==> config.mk <==
export PLATFORM = sky130hd
export DESIGN_NAME = load_cell_adc_reader_top
export DESIGN_NICKNAME = d
export VERILOG_FILES = /design/src/sv/lcar_pkg.sv /design/src/sv/lcar_div.sv /design/src/sv/load_cell_adc_reader_top.sv
export SDC_FILE = /design/constraint.sdc
export NUM_CORES = 1
export LEC_CHECK = 0
export ABC_AREA = 1
export BUFFER_PORTS_ARGS = -buffer_cell sky130_fd_sc_hd__buf_2
export CAP_MARGIN = 5
export CORE_UTILIZATION = 67
export CTS_CLUSTER_SIZE = 30
export DETAILED_ROUTE_END_ITERATION = 6
export GPL_TIMING_DRIVEN = 0
export PLACE_DENSITY = 0.86
export SYNTH_ARGS = -nofsm -noshare
export SYNTH_HDL_FRONTEND = slang
export SYNTH_HIERARCHICAL = 1
export SYNTH_SLANG_ARGS = --single-unit
==> constraint.sdc <==
create_clock -name i_clk -period 10.2 [get_ports i_clk]
set_clock_uncertainty 0.2 [all_clocks]
set_input_delay 0 -clock i_clk [delete_from_list [all_inputs] [get_ports i_clk]]
set_output_delay 0 -clock i_clk [all_outputs]
set_load 0.01 [all_outputs]
==> src/sv/lcar_pkg.sv <==
package lcar_pkg;

    localparam int DATA_BITS = 24;
    localparam int NUM_CH    = 3;
    localparam int CH_W      = 2;
    localparam int GAP_W     = 16;
    localparam int TICK_W    = 10;
    localparam int BIT_W     = 5;
    localparam int WGT_W     = DATA_BITS + 1;
    localparam int CFG_IDX_W = 3;
    localparam int CFG_DAT_W = 16;
    localparam int S_DATA_W  = 8;
    localparam int M_DATA_W  = 56;

    localparam logic [DATA_BITS-1:0] SIGN_FLIP = 24'h800000;
    localparam logic [BIT_W-1:0]     LAST_PULSE = BIT_W'(DATA_BITS + 1);

    typedef enum logic [1:0] {
        MODE_TICK  = 2'd0,
        MODE_TARE  = 2'd1,
        MODE_WEIGH = 2'd2,
        MODE_ZERO  = 2'd3
    } t_mode;

    typedef enum logic [CFG_IDX_W-1:0] {
        CFG_ENABLE = 3'd0,
        CFG_GAP0   = 3'd1,
        CFG_GAP1   = 3'd2,
        CFG_GAP2   = 3'd3,
        CFG_HALF   = 3'd4
    } t_cfg_idx;

    // microprogram steps
    typedef enum logic [2:0] {
        ST_IDLE = 3'd0,
        ST_WAIT = 3'd1,
        ST_HIGH = 3'd2,
        ST_LOW  = 3'd3,
        ST_LAST = 3'd4
    } t_step;

    // condition that makes a step jump
    typedef enum logic [1:0] {
        CND_CMD  = 2'd0,
        CND_DLOW = 2'd1,
        CND_HALF = 2'd2
    } t_cond;

    // picks target b over target a on a jump
    typedef enum logic [1:0] {
        BR_NONE    = 2'd0,
        BR_LASTBIT = 2'd1,
        BR_NOMORE  = 2'd2
    } t_branch;

    typedef enum logic [1:0] {
        BIT_HOLD = 2'd0,
        BIT_ONE  = 2'd1,
        BIT_INC  = 2'd2,
        BIT_CLR  = 2'd3
    } t_bitop;

    typedef struct packed {
        t_cond   cond;
        t_branch br;
        t_step   tgt_a;
        t_step   tgt_b;
        logic    sck;
        logic    busy;
        logic    tick_run;
        logic    sample;
        t_bitop  bit_op;
        logic    begin_ch;
        logic    scan_next;
        logic    load_kind;
        logic    arm_div;
        logic    finish;
        logic    zero_ok;
    } t_uword;

    function automatic t_uword uc_rom(input t_step s);
        t_uword w;
        w = '{cond: CND_CMD, br: BR_NONE, tgt_a: ST_WAIT, tgt_b: ST_WAIT, sck: 1'b0,
              busy: 1'b0, tick_run: 1'b0, sample: 1'b0, bit_op: BIT_CLR,
              begin_ch: 1'b1, scan_next: 1'b0, load_kind: 1'b1, arm_div: 1'b0,
              finish: 1'b0, zero_ok: 1'b1};
        unique case (s)
            ST_IDLE: begin
            end
            ST_WAIT: begin
                w = '{cond: CND_DLOW, br: BR_NONE, tgt_a: ST_HIGH, tgt_b: ST_HIGH,
                      sck: 1'b0, busy: 1'b1, tick_run: 1'b0, sample: 1'b0,
                      bit_op: BIT_ONE, begin_ch: 1'b0, scan_next: 1'b0,
                      load_kind: 1'b0, arm_div: 1'b0, finish: 1'b0, zero_ok: 1'b0};
            end
            ST_HIGH: begin
                w = '{cond: CND_HALF, br: BR_LASTBIT, tgt_a: ST_LOW, tgt_b: ST_LAST,
                      sck: 1'b1, busy: 1'b1, tick_run: 1'b1, sample: 1'b0,
                      bit_op: BIT_HOLD, begin_ch: 1'b0, scan_next: 1'b0,
                      load_kind: 1'b0, arm_div: 1'b1, finish: 1'b0, zero_ok: 1'b0};
            end
            ST_LOW: begin
                w = '{cond: CND_HALF, br: BR_NONE, tgt_a: ST_HIGH, tgt_b: ST_HIGH,
                      sck: 1'b0, busy: 1'b1, tick_run: 1'b1, sample: 1'b1,
                      bit_op: BIT_INC, begin_ch: 1'b0, scan_next: 1'b0,
                      load_kind: 1'b0, arm_div: 1'b0, finish: 1'b0, zero_ok: 1'b0};
            end
            ST_LAST: begin
                w = '{cond: CND_HALF, br: BR_NOMORE, tgt_a: ST_WAIT, tgt_b: ST_IDLE,
                      sck: 1'b0, busy: 1'b1, tick_run: 1'b1, sample: 1'b0,
                      bit_op: BIT_CLR, begin_ch: 1'b1, scan_next: 1'b1,
                      load_kind: 1'b0, arm_div: 1'b0, finish: 1'b1, zero_ok: 1'b0};
            end
            default: begin
            end
        endcase
        return w;
    endfunction

endpackage

==> src/sv/lcar_div.sv <==
module lcar_div
    import lcar_pkg::*;
(
    input  logic                    i_clk,
    input  logic                    i_rst_n,
    input  logic                    i_start,
    input  logic [DATA_BITS-1:0]    i_mag,
    input  logic                    i_neg,
    input  logic [GAP_W-1:0]        i_den,
    output logic                    o_busy,
    output logic [WGT_W-1:0]        o_quo
);

    localparam int CNT_W = $clog2(DATA_BITS + 1);

    logic                 r_busy;
    logic [CNT_W-1:0]     r_cnt;
    logic [GAP_W-1:0]     r_rem;
    logic [DATA_BITS-1:0] r_quo;
    logic [GAP_W-1:0]     r_den;
    logic                 r_neg;

    logic [GAP_W:0]       trial;
    logic [GAP_W:0]       diff;
    logic                 fits;
    logic [WGT_W-1:0]     quo_ext;

    // shift-subtract, one quotient bit per cycle
    assign trial   = {r_rem, r_quo[DATA_BITS-1]};
    assign diff    = trial - {1'b0, r_den};
    assign fits    = trial >= {1'b0, r_den};
    assign quo_ext = {1'b0, r_quo};
    assign o_quo   = r_neg ? (~quo_ext + WGT_W'(1)) : quo_ext;
    assign o_busy  = r_busy;

    always_ff @(posedge i_clk) begin
        if (!i_rst_n) begin
            r_busy <= 1'b0;
            r_cnt  <= '0;
        end else if (i_start) begin
            r_busy <= 1'b1;
            r_cnt  <= CNT_W'(DATA_BITS);
        end else if (r_busy) begin
            r_cnt  <= r_cnt - CNT_W'(1);
            r_busy <= (r_cnt != CNT_W'(1));
        end
    end

    always_ff @(posedge i_clk) begin
        if (i_start) begin
            r_rem <= '0;
            r_quo <= i_mag;
            r_neg <= i_neg;
            r_den <= (i_den == '0) ? GAP_W'(1) : i_den;
        end else if (r_busy) begin
            r_rem <= fits ? diff[GAP_W-1:0] : trial[GAP_W-1:0];
            r_quo <= {r_quo[DATA_BITS-2:0], fits};
        end
    end

endmodule

==> src/sv/load_cell_adc_reader_top.sv <==
// Serial reader for three 24-bit bridge-sensor converters, driven by ticks: every input beat
// is one tick and yields exactly one output beat with the clock levels, the busy flag and,
// on the tick that ends a channel read, the count and weight. A tare or weigh command reads
// each enabled channel in ascending order; one read takes 25 sck pulses, each a high and a
// low half period of half_period_ticks ticks, plus the wait for the data line to go low.
// A small microprogram (one control word per step, five steps) sequences the reads. The
// weight quotient comes from a shift-subtract divider that starts as the 25th pulse falls;
// if the final tick of a read arrives before the quotient has settled, the input
// is held off until the quotient is ready, which can only happen when the final low half
// period ends before the division does, so with half periods below 25 ticks.
// Otherwise one beat is taken per clock cycle while the output register is free or drained.
module load_cell_adc_reader_top
    import lcar_pkg::*;
(
    input  logic                    i_clk,
    input  logic                    i_rst_n,
    input  logic                    s_axis_tvalid,
    output logic                    s_axis_tready,
    input  logic [S_DATA_W-1:0]     s_axis_tdata,   // zero_mask[2:0], dout_levels[5:3]
    input  logic [1:0]              s_axis_tuser,   // mode[1:0]
    output logic                    m_axis_tvalid,
    input  logic                    m_axis_tready,
    // sck_levels[2:0], busy_res[3], result_channel[5:4], raw_count[29:6], weight[54:30]
    output logic [M_DATA_W-1:0]     m_axis_tdata,
    output logic [1:0]              m_axis_tuser,   // result_valid[0], result_kind[1]
    output logic                    m_axis_tlast,   // last
    input  logic                    i_cfg_valid,
    output logic                    o_cfg_ready,
    input  logic [CFG_IDX_W-1:0]    i_cfg_index,
    input  logic [CFG_DAT_W-1:0]    i_cfg_data
);

    // configuration
    logic [NUM_CH-1:0]    r_en;
    logic [GAP_W-1:0]     r_gap [NUM_CH];
    logic [TICK_W-1:0]    r_half;

    // sequencer and datapath
    t_step                r_step, n_step;
    logic [TICK_W-1:0]    r_tick, n_tick;
    logic [BIT_W-1:0]     r_bits, n_bits;
    logic [DATA_BITS-1:0] r_shift, n_shift;
    logic [CH_W-1:0]      r_ch, n_ch;
    logic                 r_kind, n_kind;
    logic [DATA_BITS-1:0] r_tare [NUM_CH];
    logic [DATA_BITS-1:0] n_tare [NUM_CH];

    // output register
    logic                 r_m_valid, n_m_valid;
    logic [M_DATA_W-1:0]  r_m_data, n_m_data;
    logic [1:0]           r_m_user, n_m_user;
    logic                 r_m_last, n_m_last;

    t_uword               uw;
    t_uword               uw_next;
    t_mode                mode;
    logic [NUM_CH-1:0]    zmask;
    logic [NUM_CH-1:0]    dout;
    logic                 dbit;
    logic                 half;
    logic [NUM_CH-1:0]    above;
    logic [NUM_CH-1:0]    cand;
    logic                 any_ch;
    logic [CH_W-1:0]      first_ch;
    logic                 cond_true;
    logic                 br_sel;
    t_step                jump_step;
    logic                 accept;
    logic                 stall;
    logic [DATA_BITS-1:0] raw;
    logic [DATA_BITS-1:0] tare_cur;
    logic                 d_neg;
    logic [DATA_BITS-1:0] d_mag;
    logic                 div_start;
    logic                 div_busy;
    logic [WGT_W-1:0]     div_quo;
    logic                 fin;
    logic [NUM_CH-1:0]    n_sck;
    logic [WGT_W-1:0]     res_weight;
    logic [DATA_BITS-1:0] res_raw;

    assign mode  = t_mode'(s_axis_tuser);
    assign zmask = s_axis_tdata[NUM_CH-1:0];
    assign dout  = s_axis_tdata[2*NUM_CH-1:NUM_CH];
    assign dbit  = dout[r_ch];

    assign uw    = uc_rom(r_step);
    assign half  = ({1'b0, r_tick} + (TICK_W+1)'(1)) >= {1'b0, r_half};

    assign raw      = r_shift ^ SIGN_FLIP;
    assign tare_cur = r_tare[r_ch];
    assign d_neg    = raw < tare_cur;
    assign d_mag    = d_neg ? (tare_cur - raw) : (raw - tare_cur);

    always_comb begin
        for (int c = 0; c < NUM_CH; c++) begin
            above[c] = !uw.scan_next || (CH_W'(c) > r_ch);
        end
        cand     = r_en & above;
        any_ch   = |cand;
        first_ch = '0;
        for (int c = NUM_CH - 1; c >= 0; c--) begin
            if (cand[c]) begin
                first_ch = CH_W'(c);
            end
        end
    end

    always_comb begin
        unique case (uw.cond)
            CND_CMD:  cond_true = ((mode == MODE_TARE) || (mode == MODE_WEIGH)) && any_ch;
            CND_DLOW: cond_true = !dbit;
            CND_HALF: cond_true = half;
            default:  cond_true = 1'b0;
        endcase
        unique case (uw.br)
            BR_NONE:    br_sel = 1'b0;
            BR_LASTBIT: br_sel = (r_bits == LAST_PULSE);
            BR_NOMORE:  br_sel = !any_ch;
            default:    br_sel = 1'b0;
        endcase
        jump_step = br_sel ? uw.tgt_b : uw.tgt_a;
    end

    // hold the final tick of a weigh read until the quotient has settled
    assign stall         = uw.finish && half && div_busy;
    assign s_axis_tready = i_rst_n && (!r_m_valid || m_axis_tready) && !stall;
    assign accept        = s_axis_tvalid && s_axis_tready;
    assign fin           = accept && cond_true && uw.finish;
    assign div_start     = accept && cond_true && uw.arm_div && br_sel && r_kind;

    lcar_div u_div (
        .i_clk   (i_clk),
        .i_rst_n (i_rst_n),
        .i_start (div_start),
        .i_mag   (d_mag),
        .i_neg   (d_neg),
        .i_den   (r_gap[r_ch]),
        .o_busy  (div_busy),
        .o_quo   (div_quo)
    );

    always_comb begin
        n_step    = r_step;
        n_tick    = r_tick;
        n_bits    = r_bits;
        n_shift   = r_shift;
        n_ch      = r_ch;
        n_kind    = r_kind;
        n_tare    = r_tare;
        n_m_valid = r_m_valid && !m_axis_tready;
        n_m_data  = r_m_data;
        n_m_user  = r_m_user;
        n_m_last  = r_m_last;

        if (accept) begin
            if (uw.sample && (r_tick == '0)) begin
                n_shift = {r_shift[DATA_BITS-2:0], dbit};
            end
            if (cond_true) begin
                n_step = jump_step;
                n_tick = '0;
                unique case (uw.bit_op)
                    BIT_HOLD: n_bits = r_bits;
                    BIT_ONE:  n_bits = BIT_W'(1);
                    BIT_INC:  n_bits = r_bits + BIT_W'(1);
                    BIT_CLR:  n_bits = '0;
                    default:  n_bits = r_bits;
                endcase
                if (uw.begin_ch) begin
                    n_shift = '0;
                    if (any_ch) begin
                        n_ch = first_ch;
                    end
                end
                if (uw.load_kind) begin
                    n_kind = (mode == MODE_WEIGH);
                end
                if (uw.finish && !r_kind) begin
                    n_tare[r_ch] = raw;
                end
            end else if (uw.tick_run) begin
                n_tick = r_tick + TICK_W'(1);
            end
            if (uw.zero_ok && (mode == MODE_ZERO)) begin
                for (int c = 0; c < NUM_CH; c++) begin
                    if (zmask[c]) begin
                        n_tare[c] = '0;
                    end
                end
            end
        end

        uw_next    = uc_rom(n_step);
        n_sck      = uw_next.sck ? (NUM_CH'(1) << n_ch) : '0;
        res_raw    = fin ? raw : '0;
        res_weight = (fin && r_kind) ? div_quo : '0;

        if (accept) begin
            n_m_valid = 1'b1;
            n_m_data  = {1'b0, res_weight, res_raw, (fin ? r_ch : CH_W'(0)),
                         uw_next.busy, n_sck};
            n_m_user  = {fin && r_kind, fin};
            n_m_last  = fin && !any_ch;
        end
    end

    always_ff @(posedge i_clk) begin
        if (!i_rst_n) begin
            r_step    <= ST_IDLE;
            r_tick    <= '0;
            r_bits    <= '0;
            r_ch      <= '0;
            r_kind    <= 1'b0;
            r_m_valid <= 1'b0;
            for (int c = 0; c < NUM_CH; c++) begin
                r_tare[c] <= '0;
            end
        end else begin
            r_step    <= n_step;
            r_tick    <= n_tick;
            r_bits    <= n_bits;
            r_ch      <= n_ch;
            r_kind    <= n_kind;
            r_m_valid <= n_m_valid;
            r_tare    <= n_tare;
        end
    end

    always_ff @(posedge i_clk) begin
        r_shift  <= n_shift;
        r_m_data <= n_m_data;
        r_m_user <= n_m_user;
        r_m_last <= n_m_last;
    end

    assign o_cfg_ready = i_rst_n;

    always_ff @(posedge i_clk) begin
        if (!i_rst_n) begin
            r_en   <= NUM_CH'(7);
            r_half <= TICK_W'(168);
            for (int c = 0; c < NUM_CH; c++) begin
                r_gap[c] <= GAP_W'(1);
            end
        end else if (i_cfg_valid && o_cfg_ready) begin
            unique case (i_cfg_index)
                CFG_ENABLE: r_en     <= i_cfg_data[NUM_CH-1:0];
                CFG_GAP0:   r_gap[0] <= i_cfg_data[GAP_W-1:0];
                CFG_GAP1:   r_gap[1] <= i_cfg_data[GAP_W-1:0];
                CFG_GAP2:   r_gap[2] <= i_cfg_data[GAP_W-1:0];
                CFG_HALF:   r_half   <= i_cfg_data[TICK_W-1:0];
                default: begin
                end
            endcase
        end
    end

    assign m_axis_tvalid = r_m_valid;
    assign m_axis_tdata  = r_m_data;
    assign m_axis_tuser  = r_m_user;
    assign m_axis_tlast  = r_m_last;

endmodule

==> results.md, run 1 <==
* Status: finished, violations left
* Failing checks: design-rule violations
* WP buf/inv at 4
* Syn. warnings at 6
* Reg power frac at between 40% and 50%
* Starting Density at 68.3%
* Synth top area cells: edfxtp_1 (28%), dfxtp_1 (14%), nand2_1 (9.7%)
* Fmax at between 150 and 200 MHz
* Row Count at 60
* Post-CTS setup repair buffer count at 0
* Internal power at 2.22 mW
* Placed cells at 2,823
* Final Hold Fails at 0
* Post-synth EDFFs at between 150 and 200
* Worst-case vdd ir drop at 0.136 mV
* N_diodes at 0
* Cell Count, Final, Fillers Out at 2,932
* Clock share of power at 41.0%
* CP Cell Sequence: nand2_1 > nor2_1 > nand3_1 > nand3b_1 > nor3_1 > xor2_1 > ha_1 > inv_1 > o211ai_1 > nor2_2 > nand3_2 > nand2_1 > nand2_2 > nor2_8 > nand3_1 > nor2_2 > buf_8 > clkbuf_1 > nor2_1 > inv_1
* Final setup TNS at 0 ns
* Minimum clock period after layout at 5.85 ns
* DIE AREA at 28,100 µm²
* Worst Path Max Fanout at 50
* Crit path max-delay cell type: inv_1
* DPL Wire Length at between 30,000 and 40,000 µm
* DR iter-0 viols at 2,489
* Worst Max-Slew Pin Slew at 0.926 ns
* Clock Latency Late Sink at 0.54 ns
* H-tree levels at 2
* Design Power at 3.09 mW
* Ys async rst share at 0%
* Hold depth at 6
* Final WS setup at 4.35 ns
* Largest net degree at the start of global routing at roughly 90
* CTS Sinks at 300
* Reg2Reg Depth at 20
* Rel. slew slack at 38.2%
* Minimum setup slack after placement at 4.11 ns
* Cts hold-fix bufs at 46
* Register area at 7720 µm²
* Commonest non-fill, non-tap cells in the layout: nand2_1 (472), inv_1 (300), nor2_1 (273)
* Gr ovfl total at 0
* Chip width at 168 µm
* Worst hold slack at 0.0460 ns
* Critical Path Sink Type: flop
* RSZ-0062 raised after global routing: no
* CP Depth at 20
* First-pass GRT wire length at 88,900 µm
* Worst Path Required at 10.14 ns
* Tot GR Track Use at 40.2%
* Dpl cell area at 19,300 µm²
* Resized cells post-CTS at 0
* Area Overhead vs Synth at 13.8%
* Critical path class: reg2reg
* Leak at approximately 9.3 nW
* Total Routed Length at about 58,000 µm
* Die Ht at 168 µm
* Commonest non-fill, non-tap cell in the layout: nand2_1
* Design area at 20,900 µm²
* FF+latch count, synth at 300
* Startpoint Class: flop
* Seq/Total Area, Yosys at between 40 and 50%
* Clock Path Buffers at 3
* HP Class: in2reg
* Worst EP arrival at slightly below 6 ns
* Clock slew at reported path FFs at roughly 0.060 ns
* Pins Over Slew Limit at 0
* Sw Ratio at 28.1%
* Switching power at just under 0.9 mW
* Final GP Congestion at 0.963
* # DRC at 1
* Via count at 18,100
* CP max stage delay at 0.70 ns
* Synth area leader: edfxtp_1
* CTS buffer count at 34
* Initial antenna violation count at 0
* Avg WL per Cell at ~20 µm
* Post-Syn Nets at about 2,500
* Power Density at 148 nW/µm²
* Vias in the first global route at 17,200
* Comb power frac at 14.8%
* Main synth FF type: edfxtp_1
* Multi-input logic area at 8920 µm²
* Final #Nets at 2,686
* Setup violators final at 0
* Layout cells sized above 1 at 9.07%
* FILL cells at 1,886
* Post-synth top area share at 28.0%
* Mapped cell area at 18,400 µm²
* CTS Root Cell: clkbuf_16
* Fin crit share at 57.3%
* Vias/cell at 6.19
* Pre-antenna DRT Iters at 7
* CTS tree: built
* Avg Cell Area, Syn at 7.68 µm²
* Crit path max-delay family: simple AND/OR/NAND/NOR gates
* ANT nets after route at 0
* Yosys cell types at 58
* Synthesized instance count at roughly 2,400
* Total core area at 26,900 µm²
* Max Cap Viol at 0
* I/O Pins at 96
* IO Port Bufs at 92
* Core Util, Final at between 70 and 80%
==> synth_stat cells, types with 26 or more instances <==
master,instances
o211ai_1,30
inv_1,300
o21ai_0,201
a21oi_1,173
nand2_1,472
xor2_1,46
edfxtp_1,171
clkbuf_1,87
nand3_1,129
dfxtp_1,129
a211oi_1,26
nor2_1,274
ha_1,84
==> power by group through the flow <==
| stage | sequential, mW | combinational (mW) | clock [mW] |
|---|---|---|---|
| floorplan | 1.37 | 0.297 | 0 |
| global placement | 1.38 | 0.408 | 0 |
| detailed placement | 1.38 | 0.419 | 0 |
| CTS | 1.36 | 0.436 | 1.25 |
| global route | 1.37 | 0.492 | 1.30 |
| finish | 1.36 | 0.457 | 1.26 |
==> registers in the layout, indices dropped and copies added, names as in the netlist, 2 cells and up <==
signal and cells:
r_step 3, r_gap 48, u_div/r_den 16, r_shift 24, r_half 10, r_en 3, u_div/r_cnt 5, r_tare 72
u_div/r_rem 16, r_ch 2, r_bits 5, m_axis_tdata 55, m_axis_tuser 2, r_tick 10, u_div/r_quo 24
==> cell type report <==
cell class	instances	share of cell area, %
Buffer	121	2.67
Clock buffer	50	4.80
Clock inverter	12	0.671
Inverter	312	5.60
Multi-Input combinational cell	1656	42.7
Sequential cell	300	36.9
Tap cell	341	2.04
Timing Repair Buffer	140	4.57
==> worst min-delay path: cells and delay by family <==
family	cells	cell delay, ns
compound gates	1	0.06
simple gates	3	0.38
buf+inv	2	0.16
==> path summary, 6_finish.rpt <==
kind                    from               to  slack [ns]
max                r_tick[2]  u_div/r_quo[10]        4.35
min          s_axis_tdata[5]       r_shift[0]        0.05
max reg2reg        r_tick[2]  u_div/r_quo[10]        4.35
min reg2reg  u_div/r_rem[13]  u_div/r_rem[13]        0.27
==> logic make-up (layout without fill, tap and decap cells) <==
logic type / after synthesis / after routing / synth area share [%]
simple gates: 973 / 973 / 22.9
other cells: 1 / 1 / 0.0204
flops: 300 / 300 / 42.0
buf+inv: 433 / 635 / 9.42
fa+ha+maj: 87 / 87 / 6.05
compound gates: 529 / 529 / 16.4
xor+xnor: 60 / 60 / 2.86
mux: 6 / 6 / 0.327
==> per-layer routing <==
metal / share of wire (%) / up-vias / track usage [%] / routed length (µm)
met5: 0 / - / 0 / 0
met3: 10 / 291 / 6.57 / 6040
met2: 47 / 1286 / 68.1 / 27100
li1: - / 8269 / - / -
met1: 37 / 8291 / 49.3 / 21500
met4: 5.5 / 0 / 21.1 / 3170
No activity file was read; power rests on OpenSTA's default activity.
==> run 2, diff against run 1 <==
--- a/config.mk
+++ b/config.mk
@@ -8,11 +8,11 @@
 export ABC_AREA = 1
 export BUFFER_PORTS_ARGS = -buffer_cell sky130_fd_sc_hd__buf_2
 export CAP_MARGIN = 5
-export CORE_UTILIZATION = 67
+export CORE_UTILIZATION = 56
 export CTS_CLUSTER_SIZE = 30
 export DETAILED_ROUTE_END_ITERATION = 6
 export GPL_TIMING_DRIVEN = 0
-export PLACE_DENSITY = 0.86
+export PLACE_DENSITY = 0.77
 export SYNTH_ARGS = -nofsm -noshare
 export SYNTH_HDL_FRONTEND = slang
 export SYNTH_HIERARCHICAL = 1
==> constraint.sdc (replaced) <==
create_clock -name i_clk -period 5.3 [get_ports i_clk]
set_clock_uncertainty 0.2 [all_clocks]
set_input_delay 0 -clock i_clk [delete_from_list [all_inputs] [get_ports i_clk]]
set_output_delay 0 -clock i_clk [all_outputs]
set_load 0.01 [all_outputs]
==> results.md, run 2 (synthesized netlist as in run 1, its figures left out) <==
* Core Util, Final at 66.0% (was 77.7%)
* Minimum clock period after layout at 4.87 ns (was 5.85 ns)
* Total Routed Length at 53,700 µm (was 57,800 µm)
* Max Cap Viol at 0 (unchanged)
* # DRC at 8 (was 1)
* Via count at 17,400 (was 18,100)
* Commonest non-fill, non-tap cell in the layout: nand2_1 (unchanged)
* CTS buffer count at 35 (was 34)
* Avg WL per Cell at 17.7 µm (was 19.7 µm)
* Cell Count, Final, Fillers Out at 3,027 (was 2,932)
* Final #Nets at 2,687 (was 2,686)
* CTS Root Cell: clkbuf_16 (unchanged)
* Register area at 7720 µm² (unchanged)
* Largest net degree at the start of global routing at 36 (was 89)
* Startpoint Class: flop (unchanged)
* Leak at 9.28 nW (was 9.29 nW)
* Clock Latency Late Sink at 0.55 ns (was 0.54 ns)
* N_diodes at 0 (unchanged)
* Worst Path Required at 5.36 ns (was 10.14 ns)
* Final Hold Fails at 0 (unchanged)
* RSZ-0062 raised after global routing: no (unchanged)
* Initial antenna violation count at 0 (unchanged)
* Layout cells sized above 1 at 9.49% (was 9.07%)
* ANT nets after route at 0 (unchanged)
* Pins Over Slew Limit at 0 (unchanged)
* Fmax at 205 MHz (was 171 MHz)
* H-tree levels at 2 (unchanged)
* CTS tree: built (unchanged)
* HP Class: in2reg (unchanged)
* Worst Max-Slew Pin Slew at 0.967 ns (was 0.926 ns)
* DPL Wire Length at 38,600 µm (was 39,900 µm)
* Status: finished, violations left (unchanged)
* Gr ovfl total at 0 (unchanged)
* Commonest non-fill, non-tap cells in the layout: nand2_1 (472), inv_1 (299), nor2_1 (272) (was nand2_1 (472), inv_1 (300), nor2_1 (273))
* Clock Path Buffers at 3 (unchanged)
* Worst EP arrival at 4.93 ns (was 5.78 ns)
* Max reg flops at 72 (unchanged)
* IO Port Bufs at 92 (unchanged)
* Design Power at 5.93 mW (was 3.09 mW)
* DIE AREA at 33,500 µm² (was 28,100 µm²)
* Critical Path Sink Type: flop (unchanged)
* Fin crit share at 91.9% (was 57.3%)
* Vias in the first global route at 16,600 (was 17,200)
* Area Overhead vs Synth at 14.6% (was 13.8%)
* Largest reg by FF count: r_tare (unchanged)
* Multi-input logic area at 8950 µm² (was 8920 µm²)
* Power Density at 282 nW/µm² (was 148 nW/µm²)
* Clock slew at reported path FFs at 0.06 ns (about the same)
* Vias/cell at 5.74 (was 6.19)
* Total core area at 31,900 µm² (was 26,900 µm²)
* First-pass GRT wire length at 84,400 µm (was 88,900 µm)
* Design area at 21,000 µm² (was 20,900 µm²)
* CTS Sinks at 300 (unchanged)
* Row Count at 65 (was 60)
* Final GP Congestion at 1.02 (was 0.963)
* Critical path class: reg2reg (unchanged)
* Setup violators final at 0 (unchanged)
* Critical Path Start: r_ch[1] (was r_tick[2])
* Pre-antenna DRT Iters at 7 (unchanged)
* Placed cells at 2,917 (was 2,823)
* FILL cells at 2,751 (was 1,886)
* Worst Path Max Fanout at 10 (was 50)
* DR iter-0 viols at 1,767 (was 2,489)
* I/O Pins at 96 (unchanged)
* Tot GR Track Use at 31.8% (was 40.2%)
* Die Ht at 183 µm (was 168 µm)
* Rel. slew slack at 35.4% (was 38.2%)
* Dpl cell area at 19,400 µm² (was 19,300 µm²)
* Starting Density at 57.6% (was 68.3%)
* Failing checks: design-rule violations (unchanged)
* Reg-to-reg startpoint: r_ch[1] (was r_tick[2])
* Worst-case vdd ir drop at 0.209 mV (was 0.136 mV)
* Hold_sp: s_axis_tdata[4] (was s_axis_tdata[5])
* Chip width at 183 µm (was 168 µm)
## run 2: changes by cell type in the layout (fill, tap and decap cells not counted), sizes merged
| cell | previous run | this run |
|---|---|---|
| bufinv | 2 | 3 |
| clkbuf | 137 | 126 |
| clkinv | 4 | 11 |
| clkinvlp | 3 | 7 |
| dlygate4sd3 | 46 | 43 |
| inv | 315 | 316 |
| nor2 | 287 | 289 |
## run 2: layer usage
metal / global-route usage [%] / wire length (µm)
met5: 0 / 0
met3: 4.92 / 4480
met1: 40.1 / 21500
met2: 53.0 / 25000
met4: 15.7 / 2660
## run 2: worst max-delay path, cell delays in order, from the launching register on
cell	delay, ns
dfxtp_1	0.33
inv_1	0.13
nor2_1	0.12
inv_1	0.25
buf_1	0.58
o21a_1	0.29
inv_1	0.07
ha_1	0.24
fa_1	0.41
o21ai_0	0.38
nand2_1	0.09
nand2_1	0.14
nand2_1	0.08
nand3_2	0.16
inv_1	0.16
buf_2	0.23
o21ai_0	0.38
xor2_1	0.14
nand2_1	0.09
o21ai_0	0.08
## run 2: area by class of cell
type / instances / area share, %
repair inverters: 1 / 0.0357
repair buffers: 137 / 4.36
plain buffers: 121 / 2.66
well taps: 435 / 2.59
multi-input cells: 1658 / 42.6
clock inverters: 24 / 1.15
inverters: 312 / 5.58
flip-flops and latches: 300 / 36.7
clock buffers: 39 / 4.38
## run 2: worst paths after layout
kind | end | slack [ns] | cells past startpoint
hold / removal | r_shift[0] | 0.08 | 6
hold reg to reg | u_div/r_rem[12] | 0.27 | 2
setup reg to reg | u_div/r_quo[21] | 0.43 | 19
setup / recovery | u_div/r_quo[21] | 0.43 | 19
## run 2: through the flow
stage / hold WS [ns] / setup TNS (ns) / worst slack (ns)
3_5_place_dp: 0.0553 / -41.12 / -0.993
6_report: 0.0800 / 0 / 0.430
5_1_grt: 0.123 / 0 / 0.139
4_1_cts: 0.0449 / 0 / 0.126
3_3_place_gp: 0.0462 / -60.94 / -1.27
2_1_floorplan: -0.108 / 0 / 0.0783
## run 2: power breakdown
part	total, mW	switching (mW)	internal (mW)
logic	0.858	0.565	0.292
registers	2.62	0.0665	2.55
clock network	2.46	1.03	1.42
## run 2: what timing repair did
| action | CTS | global route |
|---|---|---|
| hold endpoints to repair | 112 | 0 |
| endpoints found under the setup margin | 70 | 43 |
| cloned | 1 | 2 |
| pin swaps | 2 | 1 |
| setup buffers | 1 | 0 |
| gates resized for setup | 2 | 4 |
| hold buffers | 43 | 0 |
==> run 3, diff against run 2 <==
--- a/config.mk
+++ b/config.mk
@@ -5,10 +5,10 @@
 export SDC_FILE = /design/constraint.sdc
 export NUM_CORES = 1
 export LEC_CHECK = 0
-export ABC_AREA = 1
 export BUFFER_PORTS_ARGS = -buffer_cell sky130_fd_sc_hd__buf_2
 export CAP_MARGIN = 5
 export CORE_UTILIZATION = 56
+export CTS_BUF_LIST = sky130_fd_sc_hd__clkbuf_16
 export CTS_CLUSTER_SIZE = 30
 export DETAILED_ROUTE_END_ITERATION = 6
 export GPL_TIMING_DRIVEN = 0
==> results.md, run 3 <==
* Status: completed (was finished, violations left)
* WP buf/inv at 4 (was 6)
* First-pass GRT wire length at 69,000 µm (was 84,400 µm)
* Chip width at 175 µm (was 183 µm)
* Grt met3 use at 4.68% (was 4.92%)
* ANT nets after route at 0 (unchanged)
* R2R Setup Slk at 0.20 ns (was 0.43 ns)
* # DRC at 0 (was 8)
* Syn. warnings at 6 (unchanged)
* Yosys cell types at 90 (was 58)
* Met2 usage at 45.4% (was 53.0%)
* Cell Count, Final, Fillers Out at 2,325 (was 3,027)
* Gr ovfl total at 0 (unchanged)
* Commonest non-fill, non-tap cells in the layout: nor2_1 (225), edfxtp_1 (171), a21oi_1 (138) (was nand2_1 (472), inv_1 (299), nor2_1 (272))
* Setup violators final at 0 (unchanged)
* Final #Nets at 2,038 (was 2,687)
* DPL Wire Length at 31,200 µm (was 38,600 µm)
* CTS buffer count at 35 (unchanged)
* Critical path class: reg2reg (unchanged)
* HP Class: in2reg (unchanged)
* Minimum clock period after layout at 5.10 ns (was 4.87 ns)
* Vias/cell at 5.94 (was 5.74)
* Post-Syn Nets at 1,864 (was 2,510)
* Critical Path Sink Type: flop (unchanged)
* Internal power at 4.02 mW (was 4.27 mW)
* FF+latch count, synth at 300 (unchanged)
* Hold depth at 6 (unchanged)
* Max Cap Viol at 0 (unchanged)
* Worst Path Max Fanout at 10 (unchanged)
* RSZ-0062 raised after global routing: no (unchanged)
* DR iter-0 viols at 1,456 (was 1,767)
* Area Overhead vs Synth at 15.1% (was 14.6%)
* Final GP Congestion at 0.923 (was 1.02)
* Most common cell in the synthesized netlist: nor2_1 (was nand2_1)
* Comb power frac at 7.7% (was 14.5%)
* Max reg flops at 72 (unchanged)
* Post-synth top area share at 30.7% (was 28.0%)
* Worst Path Required at 5.36 ns (about the same)
* Clock share of power at 44.0% (was 41.4%)
* DIE AREA at 30,600 µm² (was 33,500 µm²)
* Pre-antenna DRT Iters at 5 (was 7)
* H-tree levels at 2 (unchanged)
* Most used cell, CP: mux2_2
* Placed cells at 2,220 (was 2,917)
* IO Port Bufs at 92 (unchanged)
* Final setup TNS at 0 ns (unchanged)
* Worst EP arrival at 5.16 ns (was 4.93 ns)
* Starting Density at 57.6% (about the same)
* Layout cells sized above 1 at 12.0% (was 9.49%)
* Switching power at 1.24 mW (was 1.67 mW)
* Startpoint Class: flop (unchanged)
* Clock slew at reported path FFs at 0.06 ns (about the same)
* Worst Max-Slew Pin Slew at 0.903 ns (was 0.967 ns)
* Synthesized instance count at 1,743 (was 2,389)
* FILL cells at 2,288 (was 2,751)
* Total core area at 29,100 µm² (was 31,900 µm²)
* Hold_sp: s_axis_tdata[0] (was s_axis_tdata[4])
* Avg Cell Area, Syn at 9.61 µm² (was 7.68 µm²)
* Fin crit share at 96.2% (was 91.9%)
* Post-synth EDFFs at 171 (unchanged)
* Rel. slew slack at 39.8% (was 35.4%)
* Reg-to-reg startpoint: r_ch[1] (unchanged)
* CTS Root Cell: clkbuf_16 (unchanged)
* Sw Ratio at 23.6% (was 28.1%)
* Leak at 7.98 nW (was 9.28 nW)
* Reg2Reg Depth at 16 (was 19)
* Mapped cell area at 16,700 µm² (was 18,400 µm²)
* Seq/Total Area, Yosys at 46.1% (was 42.0%)
* Tot GR Track Use at 28.3% (was 31.8%)
* Largest reg by FF count: r_tare (unchanged)
* Crit path max-delay family: compound AO/OA/AOI/OAI gates (was buffers and inverters)
* Total Routed Length at 43,400 µm (was 53,700 µm)
* Initial antenna violation count at 1 (was 0)
* Reg power frac at 48.4% (was 44.1%)
* Largest net degree at the start of global routing at 66 (was 36)
* R2R Path End: u_div/r_quo[20] (was u_div/r_quo[21])
* Via count at 13,800 (was 17,400)
* Synth top area cells: edfxtp_1 (31%), dfxtp_1 (15%), ha_1 (6.3%) (was edfxtp_1 (28%), dfxtp_1 (14%), nand2_1 (9.7%))
* Fmax at 196 MHz (was 205 MHz)
* Ys async rst share at 0% (unchanged)
* Main synth FF type: edfxtp_1 (unchanged)
* Clock Latency Late Sink at 0.53 ns (was 0.55 ns)
* Crit path max-delay cell type: clkbuf_2 (was buf_1)
* Commonest non-fill, non-tap cell in the layout: nor2_1 (was nand2_1)
* Top post-synthesis cells by count: nor2_1 (226), edfxtp_1 (171), a21oi_1 (138), dfxtp_1 (129), nand2_1 (106) (was nand2_1 (472), inv_1 (300), nor2_1 (274), o21ai_0 (201), a21oi_1 (173))
* Min-Delay Endpoint: r_tare[50] (was r_shift[0])
* Row Count at 62 (was 65)
* Clock Path Buffers at 3 (unchanged)
* CP Cell Sequence: clkbuf_1 > clkbuf_2 > mux2i_1 > nor2_1 > a21oi_1 > inv_1 > ha_1 > nor2b_1 > o21ai_2 > nand4b_4 > a2111o_1 > a31oi_4 > buf_6 > mux2_2 > xnor2_1 > mux2_2 (was inv_1 > nor2_1 > inv_1 > buf_1 > o21a_1 > inv_1 > ha_1 > fa_1 > o21ai_0 > nand2_1 > nand2_1 > nand2_1 > nand3_2 > inv_1 > buf_2 > o21ai_0 > xor2_1 > nand2_1 > o21ai_0)
* CTS Sinks at 300 (unchanged)
* CP max stage delay at 0.48 ns (was 0.58 ns)
* Synth area leader: edfxtp_1 (unchanged)
* Die Ht at 175 µm (was 183 µm)
* I/O Pins at 96 (unchanged)
* Routing usage on met1 at 38.2% (was 40.1%)
* Power Density at 273 nW/µm² (was 282 nW/µm²)
* Most used routing layer: met2 (unchanged)
* CTS tree: built (unchanged)
* Pins Over Slew Limit at 0 (unchanged)
* Final Hold Fails at 0 (unchanged)
* Vias in the first global route at 13,200 (was 16,600)
* Worst-case vdd ir drop at 0.251 mV (was 0.209 mV)
* Avg WL per Cell at 18.7 µm (was 17.7 µm)
-- run 3: cell count changes after synthesis, sizes merged, moves of 36 or more --
| cell | before | now |
|---|---|---|
| nand2 | 484 | 107 |
| a21oi | 176 | 140 |
| o21ai | 219 | 74 |
| inv | 312 | 98 |
| and3 | 0 | 42 |
| nand3 | 137 | 19 |
| a22oi | 20 | 76 |
| nor2 | 287 | 227 |
| mux2i | 6 | 66 |
-- run 3: through the flow --
step,cell area [µm²],hold slack [ns],setup WS [ns],total power [mW],utilization (%)
5_1_grt,19300,0.128,0.00290,5.40,66.3
3_5_place_dp,17700,0.0623,-1.22,2.96,60.9
2_1_floorplan,16700,-0.108,0.0597,2.84,-
6_report,19300,0.0797,0.199,5.26,66.3
3_3_place_gp,17700,0.0549,-1.09,2.96,60.8
4_1_cts,19200,0.0442,0.0121,5.27,66.1
-- run 3: worst max-delay path by stage --
stage	start	to	slack (ns)	depth (start not counted)
6_report	r_ch[1]	u_div/r_quo[20]	0.20	16
4_1_cts	r_ch[1]	u_div/r_quo[10]	0.01	16
3_3_place_gp	r_tick[0]	u_div/r_quo[17]	-1.09	17
3_5_place_dp	r_tick[0]	u_div/r_quo[17]	-1.22	17
5_1_grt	r_tick[0]	u_div/r_quo[10]	0.003	16
2_1_floorplan	r_tick[0]	u_div/r_quo[0]	0.06	17
-- run 3: timing repair --
| action | 4_1_cts | 5_1_grt |
|---|---|---|
| pin swaps | 1 | 1 |
| cloned | 1 | 1 |
| endpoints found under the hold margin | 89 | 0 |
| setup buffers | 0 | 3 |
| setup endpoints to repair | 70 | 49 |
| gates resized for setup | 8 | 17 |
| hold buffers | 40 | 0 |
-- run 3: power groups by stage --
stage | Sequential [mW] | Combinational (mW) | Clock, mW
6_report | 2.54 | 0.404 | 2.31
3_5_place_dp | 2.59 | 0.373 | 0
5_1_grt | 2.55 | 0.437 | 2.42
4_1_cts | 2.54 | 0.396 | 2.33
2_1_floorplan | 2.58 | 0.254 | 0
3_3_place_gp | 2.59 | 0.365 | 0
-- run 3: area by class of cell --
type	count	area, µm²	area share (%)
Antenna cell	1	2.50	0.0130
Buffer	118	539	2.80
Clock buffer	35	876	4.54
Clock inverter	25	220	1.14
Inverter	98	368	1.91
Multi-Input combinational cell	1228	8170	42.4
Sequential cell	300	7720	40.0
Tap cell	384	480	2.49
Timing Repair Buffer	136	911	4.72
-- run 3: logic make-up after synthesis --
logic type                 synth area share [%]
muxes                                      5.63
AOI/OAI and AO/OA                          17.4
DFF                                        46.1
adders and majority gates                  6.63
other                                    0.0224
xor gates and xnor gates                   3.45
buffers and inverters                      5.33
and+or+nand+nor                            15.5
-- run 3: tightest hold or removal path, stage by stage --
cell and delay, ns:
buf_2 0.07, inv_1 0.03, nor2_1 0.13, o21ai_1 0.23, a22oi_1 0.23, nor2_1 0.06
-- run 3: per-layer routing --
metal / share of wire, % / up-vias
met5: 0 / -
met4: 3.7 / 0
met3: 7.6 / 116
met2: 46 / 566
met1: 43 / 6497
li1: - / 6621
